### src/design/iee_pkg.sv
package iee_pkg;

  // Number format: signed two's complement with a binary point.
  localparam int VALUE_WIDTH    = 48;
  localparam int FRACTION_BITS  = 16;
  localparam int ACTION_WIDTH   = 3;

  // The divider shifts the dividend magnitude left by the fraction bits.
  localparam int SHIFT_WIDTH    = VALUE_WIDTH + FRACTION_BITS;
  localparam int PROD_WIDTH     = 2 * VALUE_WIDTH;
  localparam int MAG_WIDTH      = (PROD_WIDTH > SHIFT_WIDTH) ? PROD_WIDTH : SHIFT_WIDTH;
  localparam int CNT_WIDTH      = $clog2(SHIFT_WIDTH);

  typedef logic signed [VALUE_WIDTH-1:0]  value_t;
  typedef logic        [VALUE_WIDTH-1:0]  mag_t;
  typedef logic        [ACTION_WIDTH-1:0] action_t;

  localparam action_t ACT_PLUS   = ACTION_WIDTH'(0);
  localparam action_t ACT_MINUS  = ACTION_WIDTH'(1);
  localparam action_t ACT_MUL    = ACTION_WIDTH'(2);
  localparam action_t ACT_DIV    = ACTION_WIDTH'(3);
  localparam action_t ACT_EQUALS = ACTION_WIDTH'(4);

  localparam value_t VALUE_MAX = {1'b0, {(VALUE_WIDTH-1){1'b1}}};
  localparam value_t VALUE_MIN = {1'b1, {(VALUE_WIDTH-1){1'b0}}};

  typedef enum logic [1:0] {
    POP_NONE,
    POP_MUL,
    POP_DIV
  } pop_e;

  typedef enum logic [1:0] {
    ST_IDLE,
    ST_ARITH,
    ST_POST,
    ST_EMIT
  } state_e;

  typedef enum logic [1:0] {
    MD_IDLE,
    MD_RUN,
    MD_DONE
  } md_state_e;

  typedef struct packed {
    logic start;
    logic is_div;
  } md_req_t;

  // Unsigned magnitude; the most negative value maps onto its own bit pattern.
  function automatic mag_t magnitude(value_t v);
    return v[VALUE_WIDTH-1] ? mag_t'(-v) : mag_t'(v);
  endfunction

endpackage

### src/design/iee_if.sv
interface iee_in_if;
  logic              valid;
  logic              ready;
  iee_pkg::value_t   operand_value;
  iee_pkg::action_t  action;

  modport source (output valid, operand_value, action, input ready);
  modport sink   (input valid, operand_value, action, output ready);
endinterface

interface iee_out_if;
  logic              valid;
  logic              ready;
  iee_pkg::value_t   result_value;
  logic              divide_by_zero;

  modport source (output valid, result_value, divide_by_zero, input ready);
  modport sink   (input valid, result_value, divide_by_zero, output ready);
endinterface

### src/design/iee_muldiv.sv
module iee_muldiv (
  input  logic             clk_i,
  input  logic             rst_ni,
  input  iee_pkg::md_req_t req_i,
  input  iee_pkg::value_t  a_i,
  input  iee_pkg::value_t  b_i,
  output logic             done_o,
  output iee_pkg::value_t  res_o
);

  localparam int W  = iee_pkg::VALUE_WIDTH;
  localparam int SH = iee_pkg::SHIFT_WIDTH;
  localparam int MW = iee_pkg::MAG_WIDTH;

  iee_pkg::md_state_e            state_q, state_d;
  logic [iee_pkg::CNT_WIDTH-1:0] cnt_q, cnt_d;
  iee_pkg::mag_t                 acc_q, acc_d;
  iee_pkg::mag_t                 dvs_q, dvs_d;
  logic [SH-1:0]                 shreg_q, shreg_d;
  logic                          neg_q, neg_d;
  logic                          div_q, div_d;

  logic [W:0]   madd;
  logic [W:0]   rem2;
  logic [W+1:0] rdiff;
  logic         ge;
  logic [MW-1:0] mag_full;
  logic [MW-1:0] limit;
  logic          over;

  // One multiplier bit or one quotient bit per cycle.
  always_comb begin
    madd  = {1'b0, acc_q} + {1'b0, (shreg_q[0] ? dvs_q : '0)};
    rem2  = {acc_q, shreg_q[SH-1]};
    rdiff = {1'b0, rem2} - {2'b00, dvs_q};
    ge    = ~rdiff[W+1];
  end

  always_comb begin
    state_d = state_q;
    case (state_q)
      iee_pkg::MD_IDLE: begin
        if (req_i.start) begin
          state_d = iee_pkg::MD_RUN;
        end
      end
      iee_pkg::MD_RUN: begin
        if (cnt_q == '0) begin
          state_d = iee_pkg::MD_DONE;
        end
      end
      iee_pkg::MD_DONE: state_d = iee_pkg::MD_IDLE;
      default:          state_d = iee_pkg::MD_IDLE;
    endcase
  end

  always_comb begin
    cnt_d   = cnt_q;
    acc_d   = acc_q;
    dvs_d   = dvs_q;
    shreg_d = shreg_q;
    neg_d   = neg_q;
    div_d   = div_q;
    case (state_q)
      iee_pkg::MD_IDLE: begin
        if (req_i.start) begin
          neg_d = a_i[W-1] ^ b_i[W-1];
          div_d = req_i.is_div;
          acc_d = '0;
          if (req_i.is_div) begin
            dvs_d   = iee_pkg::magnitude(b_i);
            shreg_d = SH'(iee_pkg::magnitude(a_i)) << iee_pkg::FRACTION_BITS;
            cnt_d   = iee_pkg::CNT_WIDTH'(SH - 1);
          end else begin
            dvs_d   = iee_pkg::magnitude(a_i);
            shreg_d = SH'(iee_pkg::magnitude(b_i));
            cnt_d   = iee_pkg::CNT_WIDTH'(W - 1);
          end
        end
      end
      iee_pkg::MD_RUN: begin
        cnt_d = cnt_q - 1'b1;
        if (div_q) begin
          acc_d   = ge ? rdiff[W-1:0] : rem2[W-1:0];
          shreg_d = {shreg_q[SH-2:0], ge};
        end else begin
          acc_d        = madd[W:1];
          shreg_d      = shreg_q >> 1;
          shreg_d[W-1] = madd[0];
        end
      end
      default: ;
    endcase
  end

  // Saturate the magnitude against the limit of the result's sign.
  always_comb begin
    if (div_q) begin
      mag_full = MW'(shreg_q);
    end else begin
      mag_full = MW'({acc_q, shreg_q[W-1:0]} >> iee_pkg::FRACTION_BITS);
    end
    limit = neg_q ? MW'(iee_pkg::mag_t'(iee_pkg::VALUE_MIN))
                  : MW'(iee_pkg::mag_t'(iee_pkg::VALUE_MAX));
    over  = mag_full > limit;
    if (over) begin
      res_o = neg_q ? iee_pkg::VALUE_MIN : iee_pkg::VALUE_MAX;
    end else if (neg_q) begin
      res_o = -iee_pkg::value_t'(mag_full[W-1:0]);
    end else begin
      res_o = iee_pkg::value_t'(mag_full[W-1:0]);
    end
  end

  assign done_o = (state_q == iee_pkg::MD_DONE);

  always_ff @(posedge clk_i or negedge rst_ni) begin
    if (!rst_ni) begin
      state_q <= iee_pkg::MD_IDLE;
      cnt_q   <= '0;
    end else begin
      state_q <= state_d;
      cnt_q   <= cnt_d;
    end
  end

  always_ff @(posedge clk_i) begin
    acc_q   <= acc_d;
    dvs_q   <= dvs_d;
    shreg_q <= shreg_d;
    neg_q   <= neg_d;
    div_q   <= div_d;
  end

endmodule

### src/design/infix_expression_evaluator.sv
// Channel  Dir  Fields                          Handshake
// in_i     in   operand_value[47:0], action[2:0]  valid/ready
// out_o    out  result_value[47:0], divide_by_zero valid/ready
//
// An item that completes a pending multiply, or a divide by a nonzero operand,
// passes through the serial multiply/divide unit and then the post step before
// the next item can be taken; any other valid item passes through the post step
// only, and equals adds the emit step, which loads the result. The serial unit
// retires one multiplier bit or one quotient bit per cycle.
// Items with the unused action codes 5 to 7 are taken and dropped.
// Reset clears all expression state and any result held on the output.
// A stalled output holds its result; the next item is still accepted, and only
// a second equals waits until the first result has been taken.

module infix_expression_evaluator (
  input  logic             clk_i,
  input  logic             rst_ni,
  iee_in_if.sink           in_i,
  iee_out_if.source        out_o
);

  localparam int W = iee_pkg::VALUE_WIDTH;

  iee_pkg::state_e   state_q, state_d;
  iee_pkg::value_t   sum_q, sum_d;
  iee_pkg::value_t   term_q, term_d;
  logic              psub_q, psub_d;
  iee_pkg::pop_e     pop_q, pop_d;
  logic              err_q, err_d;
  iee_pkg::action_t  act_q, act_d;

  logic              out_valid_q, out_valid_d;
  iee_pkg::value_t   out_value_q, out_value_d;
  logic              out_dbz_q, out_dbz_d;

  logic              accept;
  logic              act_valid;
  logic              x_zero;
  logic              emit_go;
  logic              need_arith;
  iee_pkg::md_req_t  md_req;
  logic              md_done;
  iee_pkg::value_t   md_res;

  logic [W:0]        sum_a;
  logic [W:0]        sum_b;
  logic [W:0]        sum_raw;
  iee_pkg::value_t   sum_sat;

  assign in_i.ready = (state_q == iee_pkg::ST_IDLE);
  assign accept     = in_i.valid && in_i.ready;
  assign act_valid  = in_i.action inside {[iee_pkg::ACT_PLUS:iee_pkg::ACT_EQUALS]};
  assign x_zero     = (in_i.operand_value == '0);
  assign emit_go    = (state_q == iee_pkg::ST_EMIT) && (!out_valid_q || out_o.ready);

  // A pending multiply, or a pending divide by a nonzero operand, needs the
  // serial unit; everything else settles the product term at once.
  assign need_arith = (pop_q == iee_pkg::POP_MUL) ||
                      ((pop_q == iee_pkg::POP_DIV) && !x_zero);

  assign md_req.start  = accept && act_valid && need_arith;
  assign md_req.is_div = (pop_q == iee_pkg::POP_DIV);

  iee_muldiv u_muldiv (
    .clk_i  (clk_i),
    .rst_ni (rst_ni),
    .req_i  (md_req),
    .a_i    (term_q),
    .b_i    (in_i.operand_value),
    .done_o (md_done),
    .res_o  (md_res)
  );

  // Saturating add or subtract of the product term into the running sum.
  always_comb begin
    sum_a   = {sum_q[W-1], sum_q};
    sum_b   = {term_q[W-1], term_q};
    sum_raw = psub_q ? (sum_a - sum_b) : (sum_a + sum_b);
    if (sum_raw[W] != sum_raw[W-1]) begin
      sum_sat = sum_raw[W] ? iee_pkg::VALUE_MIN : iee_pkg::VALUE_MAX;
    end else begin
      sum_sat = iee_pkg::value_t'(sum_raw[W-1:0]);
    end
  end

  always_comb begin
    state_d = state_q;
    case (state_q)
      iee_pkg::ST_IDLE: begin
        if (accept && act_valid) begin
          state_d = need_arith ? iee_pkg::ST_ARITH : iee_pkg::ST_POST;
        end
      end
      iee_pkg::ST_ARITH: begin
        if (md_done) begin
          state_d = iee_pkg::ST_POST;
        end
      end
      iee_pkg::ST_POST: begin
        state_d = (act_q == iee_pkg::ACT_EQUALS) ? iee_pkg::ST_EMIT : iee_pkg::ST_IDLE;
      end
      iee_pkg::ST_EMIT: begin
        if (emit_go) begin
          state_d = iee_pkg::ST_IDLE;
        end
      end
      default: state_d = iee_pkg::ST_IDLE;
    endcase
  end

  always_comb begin
    sum_d       = sum_q;
    term_d      = term_q;
    psub_d      = psub_q;
    pop_d       = pop_q;
    err_d       = err_q;
    act_d       = act_q;
    out_value_d = out_value_q;
    out_dbz_d   = out_dbz_q;
    out_valid_d = out_valid_q && !out_o.ready;

    case (state_q)
      iee_pkg::ST_IDLE: begin
        if (accept && act_valid) begin
          act_d = in_i.action;
          if ((pop_q == iee_pkg::POP_DIV) && x_zero) begin
            err_d  = 1'b1;
            term_d = '0;
          end else if (!need_arith) begin
            term_d = in_i.operand_value;
          end
        end
      end
      iee_pkg::ST_ARITH: begin
        if (md_done) begin
          term_d = md_res;
        end
      end
      iee_pkg::ST_POST: begin
        case (act_q)
          iee_pkg::ACT_MUL: pop_d = iee_pkg::POP_MUL;
          iee_pkg::ACT_DIV: pop_d = iee_pkg::POP_DIV;
          default: begin
            sum_d  = sum_sat;
            pop_d  = iee_pkg::POP_NONE;
            psub_d = (act_q == iee_pkg::ACT_MINUS);
          end
        endcase
      end
      iee_pkg::ST_EMIT: begin
        if (emit_go) begin
          out_valid_d = 1'b1;
          out_value_d = err_q ? '0 : sum_q;
          out_dbz_d   = err_q;
          sum_d       = '0;
          term_d      = '0;
          psub_d      = 1'b0;
          pop_d       = iee_pkg::POP_NONE;
          err_d       = 1'b0;
        end
      end
      default: ;
    endcase
  end

  assign out_o.valid          = out_valid_q;
  assign out_o.result_value   = out_value_q;
  assign out_o.divide_by_zero = out_dbz_q;

  always_ff @(posedge clk_i or negedge rst_ni) begin
    if (!rst_ni) begin
      state_q     <= iee_pkg::ST_IDLE;
      sum_q       <= '0;
      term_q      <= '0;
      psub_q      <= 1'b0;
      pop_q       <= iee_pkg::POP_NONE;
      err_q       <= 1'b0;
      out_valid_q <= 1'b0;
    end else begin
      state_q     <= state_d;
      sum_q       <= sum_d;
      term_q      <= term_d;
      psub_q      <= psub_d;
      pop_q       <= pop_d;
      err_q       <= err_d;
      out_valid_q <= out_valid_d;
    end
  end

  always_ff @(posedge clk_i) begin
    act_q       <= act_d;
    out_value_q <= out_value_d;
    out_dbz_q   <= out_dbz_d;
  end

endmodule

### src/flat_wrapper.sv
// flat-port wrapper written by rule: the top's interface ports become plain ports
module infix_expression_evaluator_flat 
  (clk_i, rst_ni, in_i_valid, in_i_operand_value, in_i_action, in_i_ready, out_o_valid, out_o_result_value, out_o_divide_by_zero, out_o_ready);
  iee_in_if in_i_i ();
  iee_out_if out_o_i ();
  input  logic clk_i;
  input  logic rst_ni;
  input wire logic [$bits(in_i_i.valid)-1:0] in_i_valid;
  input wire logic [$bits(in_i_i.operand_value)-1:0] in_i_operand_value;
  input wire logic [$bits(in_i_i.action)-1:0] in_i_action;
  output wire logic [$bits(in_i_i.ready)-1:0] in_i_ready;
  output wire logic [$bits(out_o_i.valid)-1:0] out_o_valid;
  output wire logic [$bits(out_o_i.result_value)-1:0] out_o_result_value;
  output wire logic [$bits(out_o_i.divide_by_zero)-1:0] out_o_divide_by_zero;
  input wire logic [$bits(out_o_i.ready)-1:0] out_o_ready;
  assign in_i_i.valid = in_i_valid;
  assign in_i_i.operand_value = in_i_operand_value;
  assign in_i_i.action = in_i_action;
  assign in_i_ready = in_i_i.ready;
  assign out_o_valid = out_o_i.valid;
  assign out_o_result_value = out_o_i.result_value;
  assign out_o_divide_by_zero = out_o_i.divide_by_zero;
  assign out_o_i.ready = out_o_ready;
  infix_expression_evaluator u_core (.clk_i(clk_i), .rst_ni(rst_ni), .in_i(in_i_i), .out_o(out_o_i));
endmodule
### config.mk
export PLATFORM = sky130hd
export DESIGN_NAME = infix_expression_evaluator_flat
export DESIGN_NICKNAME = d
export VERILOG_FILES = /design/src/design/iee_pkg.sv /design/src/design/iee_if.sv /design/src/design/iee_muldiv.sv /design/src/design/infix_expression_evaluator.sv /design/src/flat_wrapper.sv
export SDC_FILE = /design/constraint.sdc
export NUM_CORES = 1
export LEC_CHECK = 0
export ABC_CLOCK_PERIOD_IN_PS = 11200
export BUFFER_PORTS_ARGS = -buffer_cell sky130_fd_sc_hd__buf_2
export CORE_MARGIN = 2
export CORE_UTILIZATION = 60
export DETAILED_ROUTE_END_ITERATION = 10
export GPL_TIMING_DRIVEN = 0
export PLACE_DENSITY = 0.78
export SLEW_MARGIN = 10
export SYNTH_ARGS = -nofsm -noshare
export SYNTH_HDL_FRONTEND = slang
export SYNTH_SLANG_ARGS = --single-unit
### constraint.sdc
create_clock -name clk_i -period 11.2 [get_ports clk_i]
set_input_delay 2.8 -clock clk_i [delete_from_list [all_inputs] [get_ports clk_i]]
set_output_delay 2.8 -clock clk_i [all_outputs]
set_load 0.01 [all_outputs]
# == Yosys cells after proc, flatten, opt, wreduce, memory -nomap -nowiden ==
# Cells that the tools add are included.
# word_totals
regBits,325
input_bits,55
# classes
add_sub_neg,8
order_cmp,3
eq_ne,20
muxes,50
bitwise_logic,2
n_reduce_logical,32
# ops
operator,n
48-bit two-way mux,19
64-bit two-way mux,3
48-bit case mux with 2 select lines,2
48-bit negator,3
48-bit case mux with 3 select lines,1
64-bit case mux with 2 select lines,1
48-bit by 48-bit adder with 49-bit output,2
80-bit by 48-bit > comparator with 1-bit output,1
80-bit two-way mux,1
49-bit by 48-bit subtractor with 50-bit output,1
49-bit two-way mux,1
48-bit by 48-bit subtractor with 49-bit output,1
48-bit zero test,1
2-bit two-way mux,7
2-bit case mux with 2 select lines,3
6-bit case mux with 2 select lines,1
2-bit AND reduction,6
2-bit == test (second input constant),4
1-bit logical AND,8
2-bit != test (second input constant),4
2-bit case mux with 4 select lines,1
2-bit by 1-bit == test with 1-bit output (second input constant),3
3-bit by 2-bit == test with 1-bit output (second input constant),2
6-bit zero test,1
23 further kinds,38

# == Longest topological paths before layout ==
# depth
depth_word,8
depth_mapped,24

# == By module ==
# From an unflattened synthesis, not the netlist that was laid out.
# unflattened
cells_unflattened,3541
area_unflattened_um2,29704.7
# by_module_without_submodules
mod,n_inst,cells_each,area_per_inst_um2,seq_area_each_um2
iee_muldiv,1,2416,19427.4,5064.9
infix_expression_evaluator,1,1125,10277.4,4139.0

# == Worst setup path after synthesis ==
# No wires, ideal clock.
# synth_timing
path_kind,in2reg
startpoint,in out_o_ready
endpoint,reg u_core.sum_q[30]
arrival_time_ns,6.175
t_required_ns,11.065
slack_ns,4.889
stages,7
n_path_buf,2
path_cell_list,nand2b_1 -> nor2b_1 -> nor2_1 -> clkbuf_1 -> clkbuf_1 -> nand2_1 -> o211ai_2
# synth_via
elab_chain_cells,4
# synth_lines
element,line_no,rtl
from (decl),flat_wrapper.sv:15,input wire logic [$bits(out_o_i.ready)-1:0] out_o_ready;
1-bit logical OR,infix_expression_evaluator.sv:54,assign emit_go = (state_q == iee_pkg::ST_EMIT) && (!out_valid_q || out_o.ready);
1-bit logical AND,infix_expression_evaluator.sv:54,
2-bit by 1-bit != test with 1-bit output (no source line),n/a,
3-bit AND reduction (no source line),n/a,
to (signal assigned),infix_expression_evaluator.sv:181,sum_q <= sum_d;
to (decl),infix_expression_evaluator.sv:25,"iee_pkg::value_t sum_q, sum_d;"
# Every way passes these cells.
# A chain may end at the register's enable or synchronous reset.

# == Worst setup path in the final report ==
# layout_timing
startpoint,reg u_core.u_muldiv.div_q
endpoint,reg u_core.term_q[20]
# layout_via
elab_chain_cells,6
elab_cells_between_ends,7
cone_classes,add/sub (1); order compare (1); mux (5)
# layout_lines
element,line_no,rtl
from (decl),iee_muldiv.sv:21,"logic div_q, div_d;"
from (signal assigned),iee_muldiv.sv:132,div_q <= div_d;
80-bit two-way mux (*),iee_muldiv.sv:98,if (div_q) begin
48-bit negator,iee_muldiv.sv:109,res_o = -iee_pkg::value_t'(mag_full[W-1:0]);
48-bit two-way mux,iee_muldiv.sv:108,end else if (neg_q) begin
48-bit two-way mux (*),iee_muldiv.sv:106,if (over) begin
48-bit two-way mux (*),infix_expression_evaluator.sv:135,if (md_done) begin
48-bit case mux with 3 select lines (*),infix_expression_evaluator.sv:122,case (state_q)
to (signal assigned),infix_expression_evaluator.sv:182,term_q <= term_d;
to (decl),infix_expression_evaluator.sv:26,"iee_pkg::value_t term_q, term_d;"
# Every way passes the cells marked *; elsewhere a longest branch is shown, timed or not. The select of a mux whose other input is x is not followed.

==> flow_summary.yaml <==
status:
  status: "completed"
global_routing:
  antenna_found_initial: 7
  grt_max_degree: 82
  grt_usage_pct: 46.9
  grt_pass1_vias: 27837
  grt_pass1_wl_um: 177000
  overflow: 0
timing:
  rsz0062_at_grt: "no"
  max_slew.worst_pin.slew_ns: 1.29
  relSlewSlack_pct: 12.9
  fmax_mhz: 125
  tns_ns: 0
  setup_viol: 0
  fin_crit_sh_pct: 71.5
  fin_ws_ns: 3.19
  timing_hold_violations_final: 0
  fin_skew_ns: 0.0275
  holdWs_ns: 0.485
  maxSlewViolCount: 0
  period_needed_ns: 8.01
yosys:
  ys_seq_area_share_pct: 30.9
  ys_types: 94
  synth_fp_nets: 3836
  async_flop_share_pct: 34.2
  syn_inst: 3580
  synth_warnings: 0
  synth_edf_count: 214
  synth_top_cell_area_share_pct: 21.5
  syn_avg_cell_area_um2: 8.33
  yosysTopAreaCell: "edfxtp_1"
  synth_area_leaders: "edfxtp_1, dfrtp_1, ha_1"
  ys.flop_type: "edfxtp_1"
  syn_area_um2: 29800
  synth_seq_cells: 325
placed_design:
  pre_cts_ws_ns: 3.68
  io_buffers: 105
  gp_congestion: 1.11
  dpl.cell_count: 4357
  dp_hpwl_um: 96600
finish:
  drive_gt1_share_pct: 7.25
  layout_commonest_cell: "nand2_1"
  utilization_pct: 66.7
  fin_cells: 4433
  layout_common_cells: "nand2_1, a21oi_1, nor2_1"
  nNetsFinal: 3990
  area_delta_synth_final_pct: 9.64
run:
  cap_violations: 0
floorplanning:
  initial_core_util_pct: 60.8
  io_pins: 106
  die-area_um2: 51500
  rows: 81
  core_um2: 49100
  fp.dieH_um: 227
  dieWidth_um: 227
setup_path:
  path_class: "flip-flop to flip-flop"
  path_common_cell: "buf_2"
  max_stage_delay_ns: 0.74
  startpoint_type: "flip-flop"
  worst-path-buf-inv: 11
  path_max_fanout: 10
  cp-end-kind: "flip-flop"
  crit_family: "buffers and inverters"
  slowest_stage: "a221oi_2"
  rr_worst_depth: 23
  worstSetupPathDepth: 23
  critPathRequiredTime_ns: 11.64
  worstPathArrival_ns: 8.45
  crit_chain: "buf_4 -> buf_2 -> buf_2 -> buf_2 -> buf_2 -> buf_1 -> buf_2 -> buf_2 -> mux2i_1 -> inv_1 -> ha_1 -> nor2b_1 -> o21a_1 -> o21a_1 -> o21bai_1 -> o211ai_1 -> a221o_1 -> a221oi_2 -> clkbuf_1 -> buf_1 -> a21oi_1 -> a21oi_1 -> o21ai_0"
route:
  route.detailed.drc: 0
  wl_um: 123000
  drt_iter0_drc: 4549
  wl_per_cell_um: 27.7
  postRouteAntennaNets: 0
  vias: 30793
  via_per_inst: 6.95
  drtPass1Iterations: 8
power:
  leakagePower_nw: 13.9
  p_comb_share_pct: 67.2
  vdd_drop_max_v: 0.000290
  switching_share_pct: 53.8
  seq_power_share_pct: 21.6
  p_int_w: 0.00557
  clock_power_share_pct: 11.2
  power_density_nw_per_um2: 369
  switchingPower_w: 0.00648
min_path:
  hp-class: "flip-flop to flip-flop"
  hold_path_depth: 2
clock_tree:
  cts_root_buf: "clkbuf_16"
  cts_made_buffers: 39
  clock_latency_ns: 0.60
  cts_resized: 0
  path_clk_slew_ns: 0.06
  cts.sinks: 325
  htreeDepth: 2
  postCtsSetupBuffers: 0
  cts_tree: "done"
  ctsHoldBuffers: 0
  cts_buffer_depth: 3
==> cells in the mapped netlist, types with 24 or more instances <==
library cell / count
edfxtp_1: 214
xor2_1: 137
nand2_1: 428
mux2i_1: 107
and2_1: 71
nor2_1: 215
a211oi_1: 34
ha_1: 198
a21o_1: 106
and3_1: 45
nor4_1: 28
a21oi_1: 276
o22ai_1: 42
or3_1: 47
clkbuf_1: 140
nand4_1: 54
dfrtp_1: 111
a31oi_1: 69
o31ai_1: 31
o21ai_0: 186
inv_1: 157
nor3_1: 97
nor2b_1: 90
o21a_1: 36
nand3_1: 74
o211ai_1: 58
nand2b_1: 32
buf_1: 24
a21boi_0: 35
xnor2_1: 108
==> logic make-up after synthesis <==
logic type / after synthesis / synth area share (%)
flip-flops: 325 / 30.9
AND/OR/NAND/NOR: 1264 / 20.8
adder cells (fa/ha/maj): 201 / 8.51
XOR/XNOR: 246 / 7.25
AO/OA/AOI/OAI: 1080 / 24.1
buffers and inverters: 349 / 4.62
multiplexers: 115 / 3.89
==> final timing paths <==
path / start / to / slack (ns)
setup / recovery: u_core.u_muldiv.div_q / u_core.term_q[20] / 3.19
hold / removal: u_core.sum_q[0] / u_core.sum_q[0] / 0.49
setup reg to reg: u_core.u_muldiv.div_q / u_core.term_q[20] / 3.19
hold reg to reg: u_core.sum_q[0] / u_core.sum_q[0] / 0.49
max in group asynchronous: rst_ni / u_core.sum_q[6] / 8.30
min in group asynchronous: rst_ni / u_core.u_muldiv.cnt_q[3] / 2.09
==> worst reg2reg max path, cell delays in order, from the launching register on <==
cell and delay (ns):
edfxtp_1 0.51, buf_4 0.24, buf_2 0.24, buf_2 0.32, buf_2 0.32, buf_2 0.34, buf_1 0.54, buf_2 0.40
buf_2 0.38, mux2i_1 0.47, inv_1 0.10, ha_1 0.30, nor2b_1 0.14, o21a_1 0.16, o21a_1 0.17, o21bai_1 0.13
o211ai_1 0.18, a221o_1 0.39, a221oi_2 0.74, clkbuf_1 0.51, buf_1 0.51, a21oi_1 0.15, a21oi_1 0.47, o21ai_0 0.17
==> layout make-up <==
type	count	area, um2
diodes	4	10.0
plain buffers	191	785
clock buffers	49	1080
clock inverters	23	249
fillers	4285	16400
inverters	158	593
multi-input cells	2906	19300
flip-flops and latches	325	9200
well taps	664	831
repair buffers	113	692
==> sequential cells by signal (all words and copies together), names as in the netlist <==
signal,count
u_core.act_q,3
u_core.sum_q,48
u_core.pop_q,2
u_core.u_muldiv.neg_q,1
u_core.out_o.result_value,48
u_core.u_muldiv.acc_q,48
u_core.out_o.divide_by_zero,1
u_core.psub_q,1
u_core.u_muldiv.dvs_q,48
u_core.term_q,48
u_core.u_muldiv.shreg_q,64
u_core.u_muldiv.cnt_q,6
u_core.err_q,1
u_core.u_muldiv.div_q,1
u_core.out_o.valid,1
u_core.u_muldiv.state_q,2
u_core.state_q,2
==> power by group through the flow <==
| stage | Clock, W | Sequential [W] | Combinational (W) |
|---|---|---|---|
| 2_1_floorplan | 0 | 0.00234 | 0.00545 |
| 3_3_place_gp | 0 | 0.00259 | 0.00754 |
| 3_5_place_dp | 0 | 0.00258 | 0.00768 |
| 4_1_cts | 0.00134 | 0.00256 | 0.00776 |
| 5_1_grt | 0.00139 | 0.00262 | 0.00863 |
| 6_report | 0.00135 | 0.00261 | 0.00810 |
==> routing by layer <==
metal  share of wire [%]  global-route usage (%)  vias to the layer above  routed length, um
met3                  13                    12.7                      499              16300
met1                  38                    62.0                    14510              46600
li1                    -                       -                    13562                  -
met5               0.021                       0                        -                 26
met4                 8.4                    32.3                        4              10300
met2                  40                    66.7                     2218              49700
==> stage by stage <==
step | total power (W) | cell area (um2)
6_report | 0.0121 | 32700
4_1_cts | 0.0117 | 32700
3_3_place_gp | 0.0101 | 31200
3_5_place_dp | 0.0103 | 31400
2_1_floorplan | 0.00780 | 29800
5_1_grt | 0.0126 | 32700
No activity file was read; power rests on OpenSTA's default activity.
